File: config.mk
export PLATFORM = sky130hd
export DESIGN_NAME = set_union_intersection
export DESIGN_NICKNAME = d
export VERILOG_FILES = /design/src/hdl/sui_pkg.sv /design/src/hdl/set_union_intersection.sv /design/src/hdl/sui_cmp.sv /design/src/hdl/sui_mem.sv /design/src/hdl/sui_seq.sv
export SDC_FILE = /design/constraint.sdc
export NUM_CORES = 2
export LEC_CHECK = 0
export BUFFER_PORTS_ARGS = -buffer_cell sky130_fd_sc_hd__buf_2
export CORE_MARGIN = 2
export CORE_UTILIZATION = 55
export DETAILED_ROUTE_END_ITERATION = 16
export PLACE_DENSITY = 0.7
export SLEW_MARGIN = 20
export SYNTH_ARGS = -nofsm -noshare
export SYNTH_HDL_FRONTEND = slang
export SYNTH_SLANG_ARGS = --single-unit
File: constraint.sdc
create_clock -name clk -period 14.33 [get_ports clk]
set_input_delay 2.1495 -clock clk [delete_from_list [all_inputs] [get_ports clk]]
set_output_delay 2.1495 -clock clk [all_outputs]
set_load 0.005 [all_outputs]
File: src/hdl/sui_pkg.sv
// Shared types and constants of the set union/intersection block.
package sui_pkg;

    localparam int DEPTH_DEF = 32;
    localparam int VAL_W     = 32;

    // Sequencer states
    typedef enum logic [3:0] {
        ST_LOAD,
        ST_SORT_RD,
        ST_SORT_FIRST,
        ST_SORT_SCAN,
        ST_SORT_WB,
        ST_UNI_RD,
        ST_UNI_GET,
        ST_BIG_RD,
        ST_BIG_GET,
        ST_SRCH_RD,
        ST_SRCH_CMP,
        ST_PUSH,
        ST_FINAL
    } state_t;

    // Result of the shared comparator
    typedef struct packed {
        logic lt;
        logic eq;
    } cmp_res_t;

endpackage

File: src/hdl/set_union_intersection.sv
// Top level of the set union/intersection block.
//
//  channel   | handshake              | beat
//  ----------+------------------------+--------------------------------------
//  input     | valid / stall          | which_set, value, last
//  result    | valid_res / stall_res  | value_res, has_value, overflow, last_res
//  config    | cfg_we                 | cfg_wdata (mode: 0 intersect, 1 union)
//
// Loading takes one beat per cycle; after a beat with last, stall stays high for the run.
// The smaller set (m entries) is sorted; each larger-set element is then searched for with
// p <= log2(m)+1 probes. A union sends each sorted entry first, and a closing beat ends the
// run. A stalled result holds and the sequencer waits at its next result; the next run's
// beats are taken while the final result still waits. Reset clears counts, flags, mode and
// the other control registers, but not the payload registers.
module set_union_intersection #(
    parameter int DEPTH = sui_pkg::DEPTH_DEF
) (
    input  logic                             clk,
    input  logic                             rst_n,
    input  logic                             cfg_we,
    input  logic                             cfg_wdata,
    input  logic                             valid,
    output logic                             stall,
    input  logic                             which_set,
    input  logic signed [sui_pkg::VAL_W-1:0] value,
    input  logic                             last,
    output logic                             valid_res,
    input  logic                             stall_res,
    output logic signed [sui_pkg::VAL_W-1:0] value_res,
    output logic                             has_value,
    output logic                             overflow,
    output logic                             last_res
);
    import sui_pkg::*;

    localparam int AW = $clog2(DEPTH);

    logic                    we0, we1;
    logic [AW-1:0]           waddr0, waddr1, raddr0, raddr1;
    logic [VAL_W-1:0]        wdata0, wdata1, rdata0, rdata1;
    logic signed [VAL_W-1:0] cmp_a, cmp_b;
    cmp_res_t                cmp_res;

    // sequencer
    sui_seq #(.DEPTH(DEPTH)) u_seq (
        .clk       (clk),
        .rst_n     (rst_n),
        .cfg_we    (cfg_we),
        .cfg_wdata (cfg_wdata),
        .valid     (valid),
        .stall     (stall),
        .which_set (which_set),
        .value     (value),
        .last      (last),
        .valid_res (valid_res),
        .stall_res (stall_res),
        .value_res (value_res),
        .has_value (has_value),
        .overflow  (overflow),
        .last_res  (last_res),
        .we0       (we0),
        .waddr0    (waddr0),
        .wdata0    (wdata0),
        .raddr0    (raddr0),
        .rdata0    (rdata0),
        .we1       (we1),
        .waddr1    (waddr1),
        .wdata1    (wdata1),
        .raddr1    (raddr1),
        .rdata1    (rdata1),
        .cmp_a     (cmp_a),
        .cmp_b     (cmp_b),
        .cmp_res   (cmp_res)
    );

    // first and second stores
    sui_mem #(.DEPTH(DEPTH)) u_mem_first (
        .clk   (clk),
        .we    (we0),
        .waddr (waddr0),
        .wdata (wdata0),
        .raddr (raddr0),
        .rdata (rdata0)
    );

    sui_mem #(.DEPTH(DEPTH)) u_mem_second (
        .clk   (clk),
        .we    (we1),
        .waddr (waddr1),
        .wdata (wdata1),
        .raddr (raddr1),
        .rdata (rdata1)
    );

    // shared comparator
    sui_cmp u_cmp (
        .a   (cmp_a),
        .b   (cmp_b),
        .res (cmp_res)
    );

endmodule

File: src/hdl/sui_cmp.sv
// Shared signed comparator used by both the sort and the binary search.
module sui_cmp (
    input  logic signed [sui_pkg::VAL_W-1:0] a,
    input  logic signed [sui_pkg::VAL_W-1:0] b,
    output sui_pkg::cmp_res_t                res
);
    import sui_pkg::*;

    // a < b in two's complement, and equality
    assign res.lt = (a < b);
    assign res.eq = (a == b);

endmodule

File: src/hdl/sui_mem.sv
// One element store: single write port, single registered read port.
module sui_mem #(
    parameter int DEPTH = sui_pkg::DEPTH_DEF
) (
    input  logic                        clk,
    input  logic                        we,
    input  logic [$clog2(DEPTH)-1:0]    waddr,
    input  logic [sui_pkg::VAL_W-1:0]   wdata,
    input  logic [$clog2(DEPTH)-1:0]    raddr,
    output logic [sui_pkg::VAL_W-1:0]   rdata
);
    import sui_pkg::*;

    logic [VAL_W-1:0] mem [DEPTH];

    // write port
    always_ff @(posedge clk)
    begin
        if (we)
        begin
            mem[waddr] <= wdata;
        end
    end

    // registered read port
    always_ff @(posedge clk)
    begin
        rdata <= mem[raddr];
    end

endmodule

File: src/hdl/sui_seq.sv
// Sequencer: loading, in-place selection sort, binary search and result output.
module sui_seq #(
    parameter int DEPTH = sui_pkg::DEPTH_DEF
) (
    input  logic                             clk,
    input  logic                             rst_n,
    // configuration
    input  logic                             cfg_we,
    input  logic                             cfg_wdata,
    // input channel
    input  logic                             valid,
    output logic                             stall,
    input  logic                             which_set,
    input  logic signed [sui_pkg::VAL_W-1:0] value,
    input  logic                             last,
    // result channel
    output logic                             valid_res,
    input  logic                             stall_res,
    output logic signed [sui_pkg::VAL_W-1:0] value_res,
    output logic                             has_value,
    output logic                             overflow,
    output logic                             last_res,
    // first store
    output logic                             we0,
    output logic [$clog2(DEPTH)-1:0]         waddr0,
    output logic [sui_pkg::VAL_W-1:0]        wdata0,
    output logic [$clog2(DEPTH)-1:0]         raddr0,
    input  logic [sui_pkg::VAL_W-1:0]        rdata0,
    // second store
    output logic                             we1,
    output logic [$clog2(DEPTH)-1:0]         waddr1,
    output logic [sui_pkg::VAL_W-1:0]        wdata1,
    output logic [$clog2(DEPTH)-1:0]         raddr1,
    input  logic [sui_pkg::VAL_W-1:0]        rdata1,
    // shared comparator
    output logic signed [sui_pkg::VAL_W-1:0] cmp_a,
    output logic signed [sui_pkg::VAL_W-1:0] cmp_b,
    input  sui_pkg::cmp_res_t                cmp_res
);
    import sui_pkg::*;

    localparam int AW = $clog2(DEPTH);
    localparam int CW = $clog2(DEPTH + 1);

    // control state
    state_t          state_reg, state_next;
    state_t          ret_reg, ret_next;
    logic            mode_reg;
    logic [CW-1:0]   fcnt_reg, fcnt_next;
    logic [CW-1:0]   scnt_reg, scnt_next;
    logic            dropped_reg, dropped_next;
    logic            small_sel_reg, small_sel_next;
    logic [CW-1:0]   i_reg, i_next;
    logic [CW-1:0]   j_reg, j_next;
    logic [CW-1:0]   lo_reg, lo_next;
    logic [CW-1:0]   hi_reg, hi_next;
    logic            pend_valid_reg, pend_valid_next;
    logic            ovalid_reg, ovalid_next;

    // payload
    logic [VAL_W-1:0] cur_reg, cur_next;
    logic [VAL_W-1:0] x_reg, x_next;
    logic [VAL_W-1:0] cand_reg, cand_next;
    logic [VAL_W-1:0] pend_reg, pend_next;
    logic [VAL_W-1:0] oval_reg;
    logic             ohas_reg;
    logic             oovf_reg;
    logic             olast_reg;

    // output register load request
    logic             out_load;
    logic [VAL_W-1:0] out_val_d;
    logic             out_has_d;
    logic             out_last_d;
    logic             out_free;

    // small-set memory view
    logic             s_we;
    logic [AW-1:0]    s_waddr;
    logic [VAL_W-1:0] s_wdata;
    logic [AW-1:0]    s_raddr;
    logic [AW-1:0]    b_raddr;
    logic [VAL_W-1:0] s_rdata;
    logic [VAL_W-1:0] b_rdata;

    logic [CW-1:0]    m_cnt;
    logic [CW-1:0]    n_cnt;
    logic [CW-1:0]    mid;
    logic [CW-1:0]    i_inc;
    logic [CW-1:0]    j_inc;
    logic             accept;

    assign m_cnt   = small_sel_reg ? scnt_reg : fcnt_reg;
    assign n_cnt   = small_sel_reg ? fcnt_reg : scnt_reg;
    assign s_rdata = small_sel_reg ? rdata1 : rdata0;
    assign b_rdata = small_sel_reg ? rdata0 : rdata1;
    assign mid     = lo_reg + ((hi_reg - lo_reg) >> 1);
    assign i_inc   = i_reg + CW'(1);
    assign j_inc   = j_reg + CW'(1);

    assign stall    = (state_reg != ST_LOAD);
    assign accept   = valid && !stall;
    assign out_free = !ovalid_reg || !stall_res;

    // comparator operands: sort compares a[j] with the held minimum,
    // search compares the key with the probed entry
    assign cmp_a = (state_reg == ST_SORT_SCAN) ? s_rdata : x_reg;
    assign cmp_b = (state_reg == ST_SORT_SCAN) ? cur_reg : s_rdata;

    // route small/big views onto the two stores
    always_comb
    begin
        we0    = 1'b0;
        waddr0 = fcnt_reg[AW-1:0];
        wdata0 = value;
        we1    = 1'b0;
        waddr1 = scnt_reg[AW-1:0];
        wdata1 = value;
        raddr0 = small_sel_reg ? b_raddr : s_raddr;
        raddr1 = small_sel_reg ? s_raddr : b_raddr;
        if (state_reg == ST_LOAD)
        begin
            we0 = accept && !which_set && (fcnt_reg < CW'(DEPTH));
            we1 = accept && which_set && (scnt_reg < CW'(DEPTH));
        end
        else if (small_sel_reg)
        begin
            we1    = s_we;
            waddr1 = s_waddr;
            wdata1 = s_wdata;
        end
        else
        begin
            we0    = s_we;
            waddr0 = s_waddr;
            wdata0 = s_wdata;
        end
    end

    // next state and datapath control
    always_comb
    begin
        state_next      = state_reg;
        ret_next        = ret_reg;
        fcnt_next       = fcnt_reg;
        scnt_next       = scnt_reg;
        dropped_next    = dropped_reg;
        small_sel_next  = small_sel_reg;
        i_next          = i_reg;
        j_next          = j_reg;
        lo_next         = lo_reg;
        hi_next         = hi_reg;
        pend_valid_next = pend_valid_reg;
        cur_next        = cur_reg;
        x_next          = x_reg;
        cand_next       = cand_reg;
        pend_next       = pend_reg;
        s_we            = 1'b0;
        s_waddr         = i_reg[AW-1:0];
        s_wdata         = cur_reg;
        s_raddr         = i_reg[AW-1:0];
        b_raddr         = j_reg[AW-1:0];
        out_load        = 1'b0;
        out_val_d       = pend_reg;
        out_has_d       = 1'b1;
        out_last_d      = 1'b0;

        unique case (state_reg)
            ST_LOAD:
            begin
                if (accept)
                begin
                    if (which_set)
                    begin
                        if (scnt_reg < CW'(DEPTH))
                        begin
                            scnt_next = scnt_reg + CW'(1);
                        end
                        else
                        begin
                            dropped_next = 1'b1;
                        end
                    end
                    else
                    begin
                        if (fcnt_reg < CW'(DEPTH))
                        begin
                            fcnt_next = fcnt_reg + CW'(1);
                        end
                        else
                        begin
                            dropped_next = 1'b1;
                        end
                    end
                    if (last)
                    begin
                        // equal sizes: first set is the small one
                        small_sel_next = (fcnt_next > scnt_next);
                        i_next         = '0;
                        state_next     = ST_SORT_RD;
                    end
                end
            end

            // sort: fetch a[i]
            ST_SORT_RD:
            begin
                s_raddr = i_reg[AW-1:0];
                if (i_reg >= m_cnt)
                begin
                    i_next     = '0;
                    j_next     = '0;
                    state_next = mode_reg ? ST_UNI_RD : ST_BIG_RD;
                end
                else
                begin
                    state_next = ST_SORT_FIRST;
                end
            end

            // hold a[i], start scanning at i+1
            ST_SORT_FIRST:
            begin
                cur_next = s_rdata;
                j_next   = i_inc;
                s_raddr  = i_inc[AW-1:0];
                state_next = (i_inc < m_cnt) ? ST_SORT_SCAN : ST_SORT_WB;
            end

            // a[j] < held value: swap through the held register
            ST_SORT_SCAN:
            begin
                if (cmp_res.lt)
                begin
                    s_we     = 1'b1;
                    s_waddr  = j_reg[AW-1:0];
                    s_wdata  = cur_reg;
                    cur_next = s_rdata;
                end
                j_next  = j_inc;
                s_raddr = j_inc[AW-1:0];
                if (j_inc >= m_cnt)
                begin
                    state_next = ST_SORT_WB;
                end
            end

            ST_SORT_WB:
            begin
                s_we       = 1'b1;
                s_waddr    = i_reg[AW-1:0];
                s_wdata    = cur_reg;
                i_next     = i_inc;
                state_next = ST_SORT_RD;
            end

            // union: sorted small set first
            ST_UNI_RD:
            begin
                s_raddr = i_reg[AW-1:0];
                state_next = (i_reg >= m_cnt) ? ST_BIG_RD : ST_UNI_GET;
            end

            ST_UNI_GET:
            begin
                cand_next  = s_rdata;
                i_next     = i_inc;
                ret_next   = ST_UNI_RD;
                state_next = ST_PUSH;
            end

            // fetch next large-set element in load order
            ST_BIG_RD:
            begin
                b_raddr = j_reg[AW-1:0];
                state_next = (j_reg >= n_cnt) ? ST_FINAL : ST_BIG_GET;
            end

            ST_BIG_GET:
            begin
                x_next     = b_rdata;
                lo_next    = '0;
                hi_next    = m_cnt;
                j_next     = j_inc;
                state_next = ST_SRCH_RD;
            end

            // binary search over [lo, hi)
            ST_SRCH_RD:
            begin
                s_raddr = mid[AW-1:0];
                if (lo_reg < hi_reg)
                begin
                    state_next = ST_SRCH_CMP;
                end
                else if (mode_reg)
                begin
                    cand_next  = x_reg;
                    ret_next   = ST_BIG_RD;
                    state_next = ST_PUSH;
                end
                else
                begin
                    state_next = ST_BIG_RD;
                end
            end

            ST_SRCH_CMP:
            begin
                if (cmp_res.eq)
                begin
                    if (mode_reg)
                    begin
                        state_next = ST_BIG_RD;
                    end
                    else
                    begin
                        cand_next  = x_reg;
                        ret_next   = ST_BIG_RD;
                        state_next = ST_PUSH;
                    end
                end
                else if (cmp_res.lt)
                begin
                    hi_next    = mid;
                    state_next = ST_SRCH_RD;
                end
                else
                begin
                    lo_next    = mid + CW'(1);
                    state_next = ST_SRCH_RD;
                end
            end

            // one result held back so the final one can carry last_res
            ST_PUSH:
            begin
                if (!pend_valid_reg)
                begin
                    pend_next       = cand_reg;
                    pend_valid_next = 1'b1;
                    state_next      = ret_reg;
                end
                else if (out_free)
                begin
                    out_load   = 1'b1;
                    out_val_d  = pend_reg;
                    pend_next  = cand_reg;
                    state_next = ret_reg;
                end
            end

            // closing beat: held result or the empty answer
            ST_FINAL:
            begin
                if (out_free)
                begin
                    out_load        = 1'b1;
                    out_val_d       = pend_valid_reg ? pend_reg : '0;
                    out_has_d       = pend_valid_reg;
                    out_last_d      = 1'b1;
                    pend_valid_next = 1'b0;
                    fcnt_next       = '0;
                    scnt_next       = '0;
                    dropped_next    = 1'b0;
                    state_next      = ST_LOAD;
                end
            end

            default:
            begin
                state_next = ST_LOAD;
            end
        endcase
    end

    // output valid
    always_comb
    begin
        ovalid_next = ovalid_reg;
        if (out_load)
        begin
            ovalid_next = 1'b1;
        end
        else if (!stall_res)
        begin
            ovalid_next = 1'b0;
        end
    end

    // control registers
    always_ff @(posedge clk or negedge rst_n)
    begin
        if (!rst_n)
        begin
            state_reg      <= ST_LOAD;
            ret_reg        <= ST_LOAD;
            mode_reg       <= 1'b0;
            fcnt_reg       <= '0;
            scnt_reg       <= '0;
            dropped_reg    <= 1'b0;
            small_sel_reg  <= 1'b0;
            i_reg          <= '0;
            j_reg          <= '0;
            lo_reg         <= '0;
            hi_reg         <= '0;
            pend_valid_reg <= 1'b0;
            ovalid_reg     <= 1'b0;
        end
        else
        begin
            state_reg      <= state_next;
            ret_reg        <= ret_next;
            if (cfg_we)
            begin
                mode_reg <= cfg_wdata;
            end
            fcnt_reg       <= fcnt_next;
            scnt_reg       <= scnt_next;
            dropped_reg    <= dropped_next;
            small_sel_reg  <= small_sel_next;
            i_reg          <= i_next;
            j_reg          <= j_next;
            lo_reg         <= lo_next;
            hi_reg         <= hi_next;
            pend_valid_reg <= pend_valid_next;
            ovalid_reg     <= ovalid_next;
        end
    end

    // payload registers
    always_ff @(posedge clk)
    begin
        cur_reg  <= cur_next;
        x_reg    <= x_next;
        cand_reg <= cand_next;
        pend_reg <= pend_next;
        if (out_load)
        begin
            oval_reg  <= out_val_d;
            ohas_reg  <= out_has_d;
            oovf_reg  <= dropped_reg;
            olast_reg <= out_last_d;
        end
    end

    assign valid_res = ovalid_reg;
    assign value_res = oval_reg;
    assign has_value = ohas_reg;
    assign overflow  = oovf_reg;
    assign last_res  = olast_reg;

endmodule

After elaboration in Yosys (flattened, before gate mapping). Memories as Yosys holds them, arrays and structs flattened. A register that Yosys moved wholly into a read port is not among the register bits. Index checks and enable logic that the tools add are counted.

Add/sub/neg operators: 7. $lt $le $gt $ge: 9. Equal/unequal tests: 31. Multiplexer cells: 98. Reduce and logical (&&, ||, !) cells: 34.

Operator list (number): $mux W32 (18); $mux W6 (20); $pmux W32 S3 (1); $pmux W32 S2 (1); $mux W4 (15); $pmux W4 S13 (1); $pmux W6 S2 (4); $mux W5 (8); $pmux W6 S3 (2); $eq A32 B32 Y1 (1); $lt A32 B32 Y1 (1); $add A6 B1 Y6 const B (5); $eq A4 B4 Y1 const B (5); $ne A2 B2 Y1 const B (10); $mux W1 (19); $ge A6 B6 Y1 (3); $eq A4 B3 Y1 const B (4); $pmux W5 S3 (1); $reduce_and A5 Y1 (3); $lt A6 B6 Y1 (2); $lt A6 B6 Y1 const B (2); $pmux W4 S3 (1); $reduce_and A3 Y1 (4); $ne A2 B1 Y1 const B (5); 19 further kinds (43).

Register bits after elaboration: 212. Bits in writable memories: 2048. Input port bits: 40. Logic and storage cells: 202. Memories: 2.

Memory list: u_mem_first.mem (depth 32, bits a word 32, rd ports 1, clocked after Yosys merged registers in 1, wr ports 1, line sui_mem.sv:14) `logic [VAL_W-1:0] mem [DEPTH];`; u_mem_second.mem (depth 32, bits a word 32, rd ports 1, clocked after Yosys merged registers in 1, wr ports 1, line sui_mem.sv:14).

Logic depth before layout (Yosys ltp).
Depth after elaboration: 9. Depth in mapped cells: 19.

By module. Synthesis repeated with hierarchy kept, for this count alone.

Cells, all modules: 5737. Area, all modules: 93738.7 um^2.

By module, submodules not included: sui_mem at u_mem_second (times used 1, cells each 2260, area an instance 40493.8 um^2); sui_mem at u_mem_first (times used 1, cells each 2260, area an instance 40492.6 um^2); sui_seq (times used 1, cells each 1104, area an instance 11931.4 um^2); sui_cmp (times used 1, cells each 113, area an instance 820.8 um^2).

Worst setup path after synthesis. OpenSTA, ideal clock, no wires.

Path kind: reg-to-reg. From: reg u_seq.small_sel_reg. To: mem u_mem_second.mem[11][0] (enable). Setup time: 0.421 ns. Arrival time: 5.687 ns. Path slack: 8.222 ns. Cell stages (with the launch flop): 17. Path buffers: 4. Period minus slack after synthesis: 6.108 ns. Cells stage by stage: dfrtp_1 clkbuf_1 clkbuf_1 buf_1 buf_1 mux2i_1 o21ai_0 ha_1 nand4_1 nor2_1 a221oi_1 or2_2 a41oi_1 o21ai_0 a31oi_2 or3b_1 nor2_1.

Word-level cells in the longest chain between the ends: 9. Elaborated cells on any way between the ends: 14. Those cells by class: order compare: 1; mux: 13.

RTL lines: from (decl) (line sui_seq.sv:52) `logic small_sel_reg, small_sel_next;`; from (signal assigned) (line sui_seq.sv:421) `small_sel_reg <= small_sel_next;`; $mux W32 (line sui_seq.sv:95) `assign s_rdata = small_sel_reg ? rdata1 : rdata0;`; $mux W32, on equally long branches (line sui_seq.sv:107, sui_seq.sv:108); $lt A32 B32 Y1 (line sui_cmp.sv:10) `assign res.lt = (a < b);`; $mux W1 (line sui_seq.sv:233) `if (cmp_res.lt)`; $pmux W1 S2 (line sui_seq.sv:168) `unique case (state_reg)`; $mux W1 (line sui_seq.sv:126) `else if (small_sel_reg)`; $mux W1 (line sui_seq.sv:121) `if (state_reg == ST_LOAD)`; $mux W1 (line sui_mem.sv:19) `if (we)`; $mux W1 (implied by the code) (line sui_mem.sv:21) `mem[waddr] <= wdata;`; to (decl) (line sui_mem.sv:14).

Several ways; a longest one is shown, not always the timed one.

Worst setup path in the final report.
From: reg u_seq.state_reg[1]. To: mem u_mem_first.mem[29][13] (enable).

Word-level cells in the longest chain between the ends: 9. Elaborated cells on any way between the ends: 21. Those cells by class: order compare: 1; eq/ne: 2; mux: 12; reduce/logical: 6.

RTL lines: from (decl) (line sui_seq.sv:46) `state_t state_reg, state_next;`; from (signal assigned) (line sui_seq.sv:412) `state_reg <= state_next;`; $eq A4 B2 Y1 (line sui_seq.sv:107, sui_seq.sv:108, sui_seq.sv:168); $mux W32, on equally long branches (line sui_seq.sv:107, sui_seq.sv:108); $lt A32 B32 Y1 (line sui_cmp.sv:10); $mux W1 (line sui_seq.sv:233); $pmux W1 S2 (line sui_seq.sv:168); $mux W1 (line sui_seq.sv:126); $mux W1 (line sui_seq.sv:121); $mux W1 (line sui_mem.sv:19); $mux W1 (implied by the code) (line sui_mem.sv:21); to (decl) (line sui_mem.sv:14).

Several ways; a longest one is shown, not always the timed one.

==> metrics.md <==
| Metric | Value |
|---|---|
| Status | `completed` |
| Hold path cells | `0` |
| Hold Path Origin | `u_seq.cand_reg[1]` |
| Ys Warns | `0` |
| Combinational Power Share | `36.0%` |
| Largest net degree at the start of global routing | `141` |
| Most numerous cell on the critical path | `o21ai_0` |
| Min cycle time layout | `7.50 ns` |
| Setup crit start | `u_seq.state_reg[1]` |
| Crit path max-delay cell type | `nor2_4` |
| Hold Vio Cnt, Final | `0` |
| Sequential cell fraction of total power | `39.5%` |
| Starting Density | `55.5%` |
| TNS Setup | `0 ns` |
| Total vias in the final route | `52416` |
| Number of global-route vias before repair | `49545` |
| Total Routing Usage GR | `27.7%` |
| Clock Sinks | `2322` |
| Std-Cell Rows | `149` |
| Max Fanout on Critical Path | `70` |
| Net Switching | `8.72 mW` |
| Die X | `413 um` |
| Ratio of final minimum period to clock period | `52.3%` |
| Synth top cells by count | `edfxtp_1, nand2_1, nand3_1` |
| Area Growth Syn to Fin | `11.8%` |
| CP cell instances | `nand3_4, buf_4, nand2_1, o21ai_0, ha_1, nand2_1, o21ai_0, a221oi_1, or2_2, a41oi_1, o21ai_0, a31oi_1, nand3_1, nor2_4` |
| Met1 Usage GRT | `41.1%` |
| Pre-antenna DRT Iters | `6` |
| Gate Count Post-Synth | `5668` |
| Core footprint | `165000 um^2` |
| Fraction of registers with async set or reset after synthesis | `2.02%` |
| Max clock buf depth | `3` |
| Met2 Track Usage GR | `41.4%` |
| Final-stage net count | `5928` |
| LEAKAGE | `33.7 nW` |
| Layout cells sized above 1 | `16.5%` |
| Die ar. | `170000 um^2` |
| First-pass GRT wire length | `342 mm` |
| Post-Syn Area | `91800 um^2` |
| CP Class | `reg -> reg` |
| Syn Nets | `5788` |
| Placed inst area | `95300 um^2` |
| Vias/cell | `6.40` |
| Worst slack, placed | `7.02 ns` |
| Worst hold-check path type | `reg -> reg` |
| Met3 GRT Util | `5.93%` |
| Netlist cell types | `76` |
| Worst Skew | `0.0283 ns` |
| Avg Inst Size Synth | `16.2 um^2` |
| CP endpoint kind | `flop` |
| Total Power | `23.7 mW` |
| Arr. time, crit path | `7.97 ns` |
| RePlAce Congestion | `0.903` |
| Number of synthesized flops with an enable pin | `2211` |
| Clk_lat worst skew | `0.87 ns` |
| Sequential area share after synthesis | `75.0%` |
| Cell taking the most area after synthesis | `edfxtp_1` |
| Detailed Place HPWL | `140 mm` |
| Slew Viols, Final | `0` |
| CP max stage delay | `0.97 ns` |
| R2r worst-path depth | `14` |
| Clk slew on worst S/H paths | `0.06 ns` |
| # hold bufs at CTS | `0` |
| Antenna violations before repair | `5` |
| Most used flip-flop cell after synthesis | `edfxtp_1` |
| RSZ-0062 raised after global routing | `false` |
| Root buf cell | `clkbuf_16` |
| Max Cap Viol | `0` |
| Most common cell in the netlist | `edfxtp_1` |
| Post-detailed-route count of antenna-violating nets | `0` |
| CP Launch Type | `flop` |
| Most used routing layer | `met2` |
| Flops & latches, synth | `2322` |
| Largest registers | `u_mem_first.mem x1024, u_mem_second.mem x1024` |
| Area contributors post-synth | `edfxtp_1, mux4_2, nand2_1, mux2i_1, nand3_1` |
| WL/cell | `28.8 um` |
| Routed WL | `236 mm` |
| Total gr overflow | `0` |
| Worst path required time | `14.79 ns` |
| Cell Pwr Density | `230 nW/um^2` |
| CTS resizes | `0` |
| Peak supply drop | `0.000270 V` |
| Int Pwr | `14.9 mW` |
| Switching fraction of total power | `36.9%` |
| Number of I/O pins | `77` |
| # DRC | `0` |
| Chip height | `413 um` |
| CTS tree | `done` |
| Post-Layout Inst Area | `103000 um^2` |
| # setup viols final | `0` |
| RR Startpoint | `u_seq.state_reg[1]` |
| Setup WS post-layout | `6.83 ns` |
| CTS buffer count | `220` |
| H-tree depth | `4` |
| Clock network fraction of design power | `24.5%` |
| Worst-Margin Slew | `1.12 ns` |
| Synth top area share | `72.3%` |
| Max Freq | `0.133 GHz` |
| Number of DRC violations after detailed-routing iteration 0 | `7668` |
| Postcts setup bufs | `0` |
| IO Port Bufs | `76` |
| Worst slew margin | `24.9%` |
-- layer usage --
layer / vias up / wire (um) / part of all wire (%)
li1: 22312 / - / -
met1: 26613 / 94100 / 40
met2: 3097 / 107000 / 45
met3: 392 / 26800 / 11
met4: 2 / 7820 / 3.3
met5: - / 14 / 0.0059
-- cell usage in the layout, fill, tap and decap left out, drive strengths merged, types with 7 or more instances in the layout --
cell,n
nor2,148
a21oi,75
dfrtp,47
nand4,11
o211ai,11
a32oi,128
o21a,9
a31oi,140
nand3,296
o21ai,106
mux2i,179
buf,224
dfxtp,64
ha,78
clkinv,77
mux2,44
nor4,66
clkbuf,294
a21o,18
nand2,1103
nand2b,13
nor2b,41
mux4,256
o31ai,11
bufinv,19
nand3b,7
xnor2,17
xor2,11
inv,67
edfxtp,2211
clkinvlp,7
o22ai,130
-- power groups by stage --
| stage | combinational, mW | sequential [mW] | clock [mW] |
|---|---|---|---|
| after floorplan | 5.58 | 9.23 | 0 |
| after global placement | 8.24 | 9.48 | 0 |
| after detailed placement | 8.37 | 9.49 | 0 |
| after CTS | 8.41 | 9.35 | 5.84 |
| after global routing | 9.05 | 9.37 | 6.10 |
| final | 8.51 | 9.35 | 5.79 |
-- final timing paths --
kind                                           end  slack [ns]
max                        u_mem_first.mem[29][13]        6.83
min in group asynchronous          u_seq.hi_reg[4]        1.31
max in group asynchronous      u_seq.small_sel_reg       12.21
min                              u_seq.pend_reg[1]        0.42
min reg2reg                      u_seq.pend_reg[1]        0.42
max reg2reg                u_mem_first.mem[29][13]        6.83
-- logic make-up (layout without fill, tap and decap cells) --
kind of cell             count (synthesis)  in the layout  share of synthesized area, %
XOR/XNOR                                28             28                         0.267
flip-flops                            2322           2322                          75.0
AO/OA/AOI/OAI                          678            678                          4.98
AND/OR/NAND/NOR                       1718           1718                          8.02
adder cells (fa/ha/maj)                 80             80                          1.11
buffers and inverters                  363            688                          1.88
other                                    0              2                             0
multiplexers                           479            479                          8.77
-- area by class of cell --
type	instances	area [um^2]
clock inverter	113	1170
inverter	57	214
timing repair buffer	224	1630
tap	2189	2740
sequential	2322	68900
antenna	2	5.00
fill	11441	62700
multi-input combinational	2983	22000
clock buffer	294	6030
-- per-stage QoR --
stage / hold WS [ns] / util [%] / cells
finish: 0.417 / 62.1 / 8184
CTS: 0.419 / 62.0 / 8176
floorplan: 0.400 / - / 5668
global route: 0.421 / 62.1 / 8182
global placement: 0.403 / 57.6 / 7768
detailed placement: 0.405 / 57.6 / 7769
-- worst max-delay path: cells and delay by family (launching register included) --
family,cells,cell delay (ns)
compound gates,6,2.43
fa+ha+maj,1,0.34
buf+inv,1,0.57
flops,1,0.92
simple gates,6,2.73
No activity file was read; power rests on OpenSTA's default activity.
